===== src/rtl/wp_pkg.sv =====
// shared types, tables and byte functions for the whirlpool compression core
`timescale 1ns / 1ps
package wp_pkg;

	localparam int ROUNDS = 10;
	localparam int RND_W = $clog2(ROUNDS + 1);
	localparam logic [7:0] BYTE_MASK = 8'hFF;

	typedef struct packed {
		logic [63:0] block_word;
		logic        start_message;
	} item_t;

	typedef struct packed {
		logic [63:0] hash_word;
		logic        last_word;
	} result_t;

	// per-cycle control for the byte-serial mix accumulator
	typedef struct packed {
		logic       first;
		logic       rc_en;
		logic [2:0] pos;
	} mix_ctrl_t;

	typedef enum logic [1:0] {
		ST_LOAD,
		ST_ROUND,
		ST_OUT
	} state_t;

	localparam logic [3:0] NIB_E [16] = '{
		4'h1, 4'hB, 4'h9, 4'hC, 4'hD, 4'h6, 4'hF, 4'h3,
		4'hE, 4'h8, 4'h7, 4'h4, 4'hA, 4'h2, 4'h5, 4'h0};
	localparam logic [3:0] NIB_E_INV [16] = '{
		4'hF, 4'h0, 4'hD, 4'h7, 4'hB, 4'hE, 4'h5, 4'hA,
		4'h9, 4'h2, 4'hC, 4'h1, 4'h3, 4'h4, 4'h8, 4'h6};
	localparam logic [3:0] NIB_R [16] = '{
		4'h7, 4'hC, 4'hB, 4'hD, 4'hE, 4'h4, 4'h9, 4'hF,
		4'h6, 4'h3, 4'h8, 4'hA, 4'h2, 4'h5, 4'h1, 4'h0};
	localparam logic [3:0] MDS_ROW [8] = '{4'd1, 4'd1, 4'd4, 4'd1, 4'd8, 4'd5, 4'd2, 4'd9};

	function automatic logic [7:0] sbox(input logic [7:0] x);
		logic [3:0] a;
		logic [3:0] b;
		logic [3:0] r;
		a = NIB_E[x[7:4]];
		b = NIB_E_INV[x[3:0]];
		r = NIB_R[a ^ b];
		return {NIB_E[a ^ r], NIB_E_INV[b ^ r]};
	endfunction

	// multiply in gf(2^8) mod x^8+x^4+x^3+x^2+1 by a 4-bit coefficient
	function automatic logic [7:0] gf_mul(input logic [7:0] x, input logic [3:0] c);
		logic [7:0] acc;
		logic [7:0] v;
		acc = 8'h00;
		v = x;
		for (int k = 0; k < 4; k++) begin
			if (c[k]) begin
				acc = acc ^ v;
			end
			v = v[7] ? ({v[6:0], 1'b0} ^ 8'h1D) : {v[6:0], 1'b0};
		end
		return acc & BYTE_MASK;
	endfunction

	function automatic logic [63:0] mix_entry(input logic [7:0] x, input logic [2:0] pos);
		logic [7:0]   s;
		logic [63:0]  v;
		logic [127:0] dbl;
		s = sbox(x);
		v = '0;
		for (int k = 0; k < 8; k++) begin
			v[63 - 8 * k -: 8] = gf_mul(s, MDS_ROW[k]);
		end
		dbl = {v, v} >> {pos, 3'b000};
		return dbl[63:0];
	endfunction

endpackage


===== src/rtl/wp_mix_acc.sv =====
// byte-serial accumulator of s-box/mix contributions for key and state rows
`timescale 1ns / 1ps
module wp_mix_acc import wp_pkg::*; (
	input  logic        clk,
	input  logic        arst_n,
	input  logic        en,
	input  mix_ctrl_t   ctrl,
	input  logic [7:0]  key_byte,
	input  logic [7:0]  state_byte,
	input  logic [7:0]  rc_index,
	output logic [63:0] key_sum,
	output logic [63:0] state_sum
);

	logic [63:0] key_acc_q;
	logic [63:0] state_acc_q;
	logic [63:0] rc_term;

	always_comb begin
		rc_term = '0;
		if (ctrl.rc_en) begin
			rc_term = {sbox(rc_index), 56'd0} >> {ctrl.pos, 3'b000};
		end
		key_sum = (ctrl.first ? 64'd0 : key_acc_q) ^ mix_entry(key_byte, ctrl.pos) ^ rc_term;
		state_sum = (ctrl.first ? 64'd0 : state_acc_q) ^ mix_entry(state_byte, ctrl.pos);
	end

	always_ff @(posedge clk or negedge arst_n) begin
		if (!arst_n) begin
			key_acc_q <= '0;
			state_acc_q <= '0;
		end else if (en) begin
			key_acc_q <= key_sum;
			state_acc_q <= state_sum;
		end
	end

endmodule


===== config.mk =====
export PLATFORM = sky130hd
export DESIGN_NAME = wp_mix_acc
export DESIGN_NICKNAME = d
export VERILOG_FILES = /design/src/rtl/wp_pkg.sv /design/src/rtl/wp_mix_acc.sv
export SDC_FILE = /design/constraint.sdc
export NUM_CORES = 1
export LEC_CHECK = 0
export ABC_AREA = 1
export BUFFER_PORTS_ARGS = -buffer_cell sky130_fd_sc_hd__buf_2
export CAP_MARGIN = 5
export CORE_ASPECT_RATIO = 1.1
export CORE_MARGIN = 2
export CORE_UTILIZATION = 45
export CTS_CLUSTER_SIZE = 16
export DETAILED_ROUTE_END_ITERATION = 16
export SETUP_SLACK_MARGIN = 0.02
export SLEW_MARGIN = 30
export SYNTH_ARGS = -nofsm -noshare
export SYNTH_HDL_FRONTEND = slang
export SYNTH_SLANG_ARGS = --single-unit
export TNS_END_PERCENT = 1

===== constraint.sdc =====
create_clock -name clk -period 6.22 [get_ports clk]
set_clock_uncertainty 0.05 [all_clocks]
set_input_delay 1.244 -clock clk [delete_from_list [all_inputs] [get_ports clk]]
set_output_delay 1.244 -clock clk [all_outputs]
set_load 0.02 [all_outputs]

# [Word-level counts from Yosys, hierarchy flattened]
# Memories as Yosys holds them, arrays and structs flattened.
# Index checks and enable logic that the tools add are counted.
[totals] n_memories=15 input_bits=32 rom_bits=960 ff_bits=128 output_inout_bits=128 elab_cells=111
[memory_table] memory="(name not given)" depth=16 width=4 read_ports=1 rd_ports_with_merged_regs=0 write_ports=0 line="wp_pkg.sv:48" source="b = NIB_E_INV[x[3:0]];"
[memory_table] memory="(name not given)" depth=16 width=4 read_ports=1 rd_ports_with_merged_regs=0 write_ports=0 line="wp_pkg.sv:49" source="r = NIB_R[a ^ b];"
[memory_table] memory="(name not given)" depth=16 width=4 read_ports=1 rd_ports_with_merged_regs=0 write_ports=0 line="wp_pkg.sv:50" source="return {NIB_E[a ^ r], NIB_E_INV[b ^ r]};"
[memory_table] memory="(name not given)" depth=16 width=4 read_ports=1 rd_ports_with_merged_regs=0 write_ports=0 line="wp_pkg.sv:50"
[memory_table] memory="(name not given)" depth=16 width=4 read_ports=1 rd_ports_with_merged_regs=0 write_ports=0 line="wp_pkg.sv:47" source="a = NIB_E[x[7:4]];"
[memory_table] memory="(name not given)" depth=16 width=4 read_ports=1 rd_ports_with_merged_regs=0 write_ports=0 line="wp_pkg.sv:50"
[memory_table] memory="9 more memories"
[classes] mux=39 n_lt_le_gt_ge=15 n_bitwise=37 shift=3
[op_table] op="$shr 128x6->64" n=2
[op_table] op="$mux 64" n=3
[op_table] op="$xor 64x64->64" n=3
[op_table] op="$mux 4" n=30
[op_table] op="$ge 5x5->1 const B" n=15
[op_table] op="$not 4->5" n=15
[op_table] op="$shr 64x6->64" n=1
[op_table] op="$xor 4x4->4" n=9
[op_table] op="$xor 8x8->8" n=4
[op_table] op="$mux 5" n=6
[op_table] op="$not 4->4" n=6

# [Logic depth before layout (Yosys ltp)]
[depth] ltp_word=24 mapped_depth=36 mapped_depth_nobuf=36

# [Least setup slack after synthesis]
# OpenSTA, ideal clock, no wires.
[synth_path] kind="in2out" start="input state_byte[0]" end="output state_sum[33]" t_arrival_ps=4609 path_buffers=0 required_ps=4926 path_stages=30 slack_ps=317 cell_sequence="inv_1 > ha_1 > inv_1 > nand2_1 > nand2_1 > o21ai_2 > inv_2 > nand2_1 > nand2_1 > ha_1 > nand3b_1 > nand2_1 > nand2_2 > nand2_2 > xor2_1 > inv_1 > ha_1 > nand3b_1 > nand3_1 > nand2_2 > inv_1 > nand2_1 > nand2_1 > inv_2 > o21ai_2 > nand2_1 > nand2_1 > nand2_1 > nand2_1 > xor2_1"
[synth_via] elab_chain_cells=19 word_cells_on_any_way=26 classes_between="1 x shift; 11 x mux; 10 x bitwise; 4 x memory"
[synth_rtl] element="from (decl)" line="wp_mix_acc.sv:9" source="input logic [7:0] state_byte,"
[synth_rtl] element="$not 4->5 (implied by the code) *" line="wp_pkg.sv:48"
[synth_rtl] element="$mem_v2 16x4 *"
[synth_rtl] element="$mux 4 (implied by the code) * (2 in a row)" line="wp_pkg.sv:48"
[synth_rtl] element="$xor 4x4->4" line="wp_pkg.sv:49"
[synth_rtl] element="$not 4->5 (implied by the code)" line="wp_pkg.sv:49"
[synth_rtl] element="$mem_v2 16x4"
[synth_rtl] element="$mux 4 (implied by the code) (2 in a row)" line="wp_pkg.sv:49"
[synth_rtl] element="$xor 4x4->4" line="wp_pkg.sv:50"
[synth_rtl] element="$not 4->5 (implied by the code)" line="wp_pkg.sv:50"
[synth_rtl] element="$mem_v2 16x4"
[synth_rtl] element="$mux 4 (implied by the code) (2 in a row)" line="wp_pkg.sv:50"
[synth_rtl] element="$mux 5 (2 in a row)" line="wp_pkg.sv:63" source="v = v[7] ? ({v[6:0], 1'b0} ^ 8'h1D) : {v[6:0], 1'b0};"
[synth_rtl] element="$xor 8x8->8" line="wp_pkg.sv:61" source="acc = acc ^ v;"
[synth_rtl] element="$shr 128x6->64 *" line="wp_pkg.sv:77" source="dbl = {v, v} >> {pos, 3'b000};"
[synth_rtl] element="$xor 64x64->64 *" line="wp_mix_acc.sv:25" source="state_sum = (ctrl.first ? 64'd0 : state_acc_q) ^ mix_entry(state_byte, ctrl.pos);"
[synth_rtl] element="to (decl)" line="wp_mix_acc.sv:12" source="output logic [63:0] state_sum"
# Every way passes the cells marked *; elsewhere a longest branch is shown, timed or not. The select of a mux whose other input is x is not followed.

# [Worst setup path after layout]
[layout_path] start="input state_byte[0]" end="output state_sum[19]"
[layout_via] elab_chain_cells=22 word_cells_on_any_way=29 classes_between="1 x shift; 11 x mux; 13 x bitwise; 4 x memory"
[layout_rtl] element="$not 4->5 (implied by the code) *" line="wp_pkg.sv:48"
[layout_rtl] element="$mem_v2 16x4 *"
[layout_rtl] element="$mux 4 (implied by the code) * (2 in a row)" line="wp_pkg.sv:48"
[layout_rtl] element="$xor 4x4->4" line="wp_pkg.sv:49"
[layout_rtl] element="$not 4->5 (implied by the code)" line="wp_pkg.sv:49"
[layout_rtl] element="$mem_v2 16x4"
[layout_rtl] element="$mux 4 (implied by the code) (2 in a row)" line="wp_pkg.sv:49"
[layout_rtl] element="$xor 4x4->4" line="wp_pkg.sv:50"
[layout_rtl] element="[... 4 more ...]"
[layout_rtl] element="$mux 5" line="wp_pkg.sv:63"
[layout_rtl] element="$not 4->4 (no line)"
[layout_rtl] element="$mux 5" line="wp_pkg.sv:63"
[layout_rtl] element="$not 4->4 (no line)"
[layout_rtl] element="$mux 5" line="wp_pkg.sv:63"
[layout_rtl] element="$xor 8x8->8" line="wp_pkg.sv:61"
[layout_rtl] element="$shr 128x6->64 *" line="wp_pkg.sv:77"
[layout_rtl] element="$xor 64x64->64 *" line="wp_mix_acc.sv:25"
# Marked as above.

==> metrics.md <==
| Metric | Value |
|---|---|
| Status | `finished with violations` |
| Failing checks | `setup timing` |
| Net Sw Frac | `53.6%` |
| CTS sink count | `around 130` |
| Worst path depth | `34` |
| Switching power | `5.49 mW` |
| Worst-skew pair later-pin latency | `0.45 ns` |
| Cell area after layout | `22400 um^2` |
| Final Max Slew Viols | `0` |
| Maxcap violations | `0` |
| Synthesized area | `16900 um^2` |
| Buf/Inv on CP | `7` |
| Worst-path fanout max | `5` |
| Slowest CP cell | `ha_1` |
| Slew HR | `23.4%` |
| Worst Tran Pin Value | `1.15 ns` |
| Worst R2R Path Depth | `19` |
| Area after DPL | `19600 um^2` |
| Post-synthesis async set-or-reset flop share | `100%` |
| Gpl congestion | `0.906` |
| Final number of setup-violating endpoints | `between 40 and 50` |
| Pint | `4.75 mW` |
| Most Frequent Cell on Critical Path | `nand2_2` |
| # IOs | `160` |
| Post-Syn Nets | `3096` |
| Routed wire length | `~59000 um` |
| Sequential Power Share | `around an eighth` |
| CTS Buf Count | `17` |
| Nets | `3415` |
| Hold_buf cts | `0` |
| First-pass GRT wire length | `between 90000 and 100000 um` |
| Initial DRT Pass Iterations | `7` |
| Max Clk Rate | `158 MHz` |
| H-tree depth | `4` |
| Synth warn | `0` |
| Vias in the first global route | `slightly below 20k` |
| Die ar. | `39200 um^2` |
| Maximum number of pins on one net before global-route repair | `130` |
| Clock slew seen by the registers of the worst setup and hold paths | `0.07 ns` |
| Initial Util | `approximately 46%` |
| Critical Path AT | `5.03 ns` |
| Sequential fraction of the synthesis area | `18.9%` |
| Fin Setup TNS | `-1.49 ns` |
| Mapped Cells | `between 3k and 4k` |
| Post-route ant nets | `0` |
| Final Hold Fails | `0` |
| Flop2flop setup slack | `3.46 ns` |
| Max incr delay on CP | `0.28 ns` |
| Post-route DRC | `0` |
| Synth unique cells | `47` |
| Final period util | `102%` |
| Hold_ws | `0.426 ns` |
| Leakage power | `~12 nW` |
| Synthesis-to-finish area growth | `32.5%` |
| Die height | `207 um` |
| Clock tree buffer depth | `2` |
| PortBufs | `159` |
| Cell Rows | `74` |
| WL/cell | `approximately 15 um` |
| Worst setup SP type | `input port` |
| Post-synth EDFFs | `0` |
| Critical Path Sink Type | `primary output` |
| Layout cells sized above 1 | `28.8%` |
| Worst endpoint required time | `4.93 ns` |
| Mean Syn Cell Area | `5.60 um^2` |
| RSZ-0062 raised after global routing | `yes` |
| Leading register cell type out of synthesis | `dfrtp_1` |
| CTS tree | `done` |
| Clock root buffer master | `clkbuf_16` |
| Hold Crit Depth | `2` |
| Min Tclk post-route | `6.32 ns` |
| HP Class | `reg -> reg` |
| Global route total overflow | `0` |
| Via Count | `~21k` |
| Placeable Area | `approximately 37000 um^2` |
| Crit path max-delay family | `simple AND/OR/NAND/NOR gates` |
| Initial antenna violation count | `0` |
| Initial DRC count | `around 1.6k` |
| DP HPWL | `40800 um` |
| CP Class | `in -> out` |
| Via-per-instance ratio | `5.37` |
| Gate power share | `76.5%` |
| Worst setup margin | `-0.104 ns` |
| Total track usage | `29.2%` |
| Synthesized flop and latch total | `128` |
| Clock power frac | `10.6%` |
| Die width | `approximately 190 um` |
| Power density cells | `456 nW/um^2` |
| Max VDD drop | `242 uV` |
-- metrics by stage --
stage	instances	power [mW]	utilization [%]	setup slack [ns]
after floorplan	3025	5.63	-	0.317
after global placement	3779	7.71	52.7	-0.250
after detailed placement	3779	7.81	52.7	-0.330
after CTS	3840	9.61	57.7	-0.00687
after global routing	3849	11.1	60.4	-0.387
final	3850	10.2	60.4	-0.104
-- cell usage after synthesis, types with 32 or more instances --
cell type     n  area, um^2
buf_2        45         225
inv_1       229         860
nand2_1    1309        4910
xor2_1       46         403
nand4_1      32         200
nand2_2      65         407
dfrtp_1     128        3200
ha_1         39         488
clkbuf_1     56         210
inv_2        43         161
o21ai_0      45         225
nor2_1      100         375
o21ai_1      64         320
nand3_1     521        2610
and2_1       56         350
-- logic make-up (layout without fill, tap and decap cells) --
group                      after synthesis  after routing  share of synthesized area [%]
xor gates and xnor gates                87             87                           5.19
and+or+nand+nor                       2181           2181                           57.2
buffers and inverters                  406            736                           9.47
DFF                                    128            128                           18.9
AOI/OAI and AO/OA                      184            184                           6.38
other                                    0              1                              0
adders and majority gates               39             39                           2.88
-- per-layer routing --
| layer | up-vias | part of all wire [%] | GRT usage, % |
|---|---|---|---|
| li1 | 10267 | - | - |
| met1 | 9599 | 43 | 36.9 |
| met2 | 671 | 48 | 50.5 |
| met3 | 121 | 5.4 | 3.13 |
| met4 | 0 | 3.5 | 11.7 |
| met5 | - | 0 | 0 |
-- final cells by class --
cell class	count	area [um^2]
diodes	1	2.50
clock buffers	21	460
clock inverters	9	134
fillers	3589	14700
inverters	275	1060
multi-input cells	2491	13900
flip-flops and latches	128	3200
well taps	494	618
repair buffers	431	3050
-- worst reg2reg max path: cells and delay by family (launching register included) --
family | cells | cell delay [ns]
buf+inv | 15 | 1.85
simple gates | 4 | 0.39
flops | 1 | 0.38
-- registers in the layout (all words and copies together), names as in the netlist --
register / cells
key_acc_q: 64
state_acc_q: 64
-- cells in the final DEF (no fill, tap or decap), types with 31 or more instances in the layout --
master    count
and2_1       43
nand2_2     132
nand3b_1     31
nand3_2     129
nor2_1       92
nand4_1      32
nand3_1     387
buf_2       120
nand2_4      48
xor2_1       36
o21ai_1      63
o21ai_0      33
buf_4       288
inv_1       208
dfrtp_1     128
nand2_1    1205
inv_2        54
-- power by group through the flow --
stage               logic (mW)  registers [mW]  clock network (mW)
floorplan                 4.34            1.28                   0
global placement          6.39            1.32                   0
detailed placement        6.48            1.32                   0
CTS                       7.20            1.32                1.10
global route              8.57            1.36                1.12
finish                    7.83            1.32                1.08
-- repair_timing --
item	4_1_cts	5_1_grt
gates resized for setup	252	220
setup endpoints to repair	122	129
buffers inserted	31	9
pin swaps	109	129
-- final timing paths --
check / end / startpoint
worst min-delay path: state_acc_q[19]$_DFFE_PN0P_ / state_acc_q[19]$_DFFE_PN0P_
worst max register to register: state_acc_q[19]$_DFFE_PN0P_ / state_acc_q[19]$_DFFE_PN0P_
min in group asynchronous: key_acc_q[19]$_DFFE_PN0P_ / arst_n
worst min register to register: state_acc_q[19]$_DFFE_PN0P_ / state_acc_q[19]$_DFFE_PN0P_
max in group asynchronous: state_acc_q[60]$_DFFE_PN0P_ / arst_n
worst max-delay path: state_sum[19] / state_byte[0]
Power figures use the tool's default switching activity.
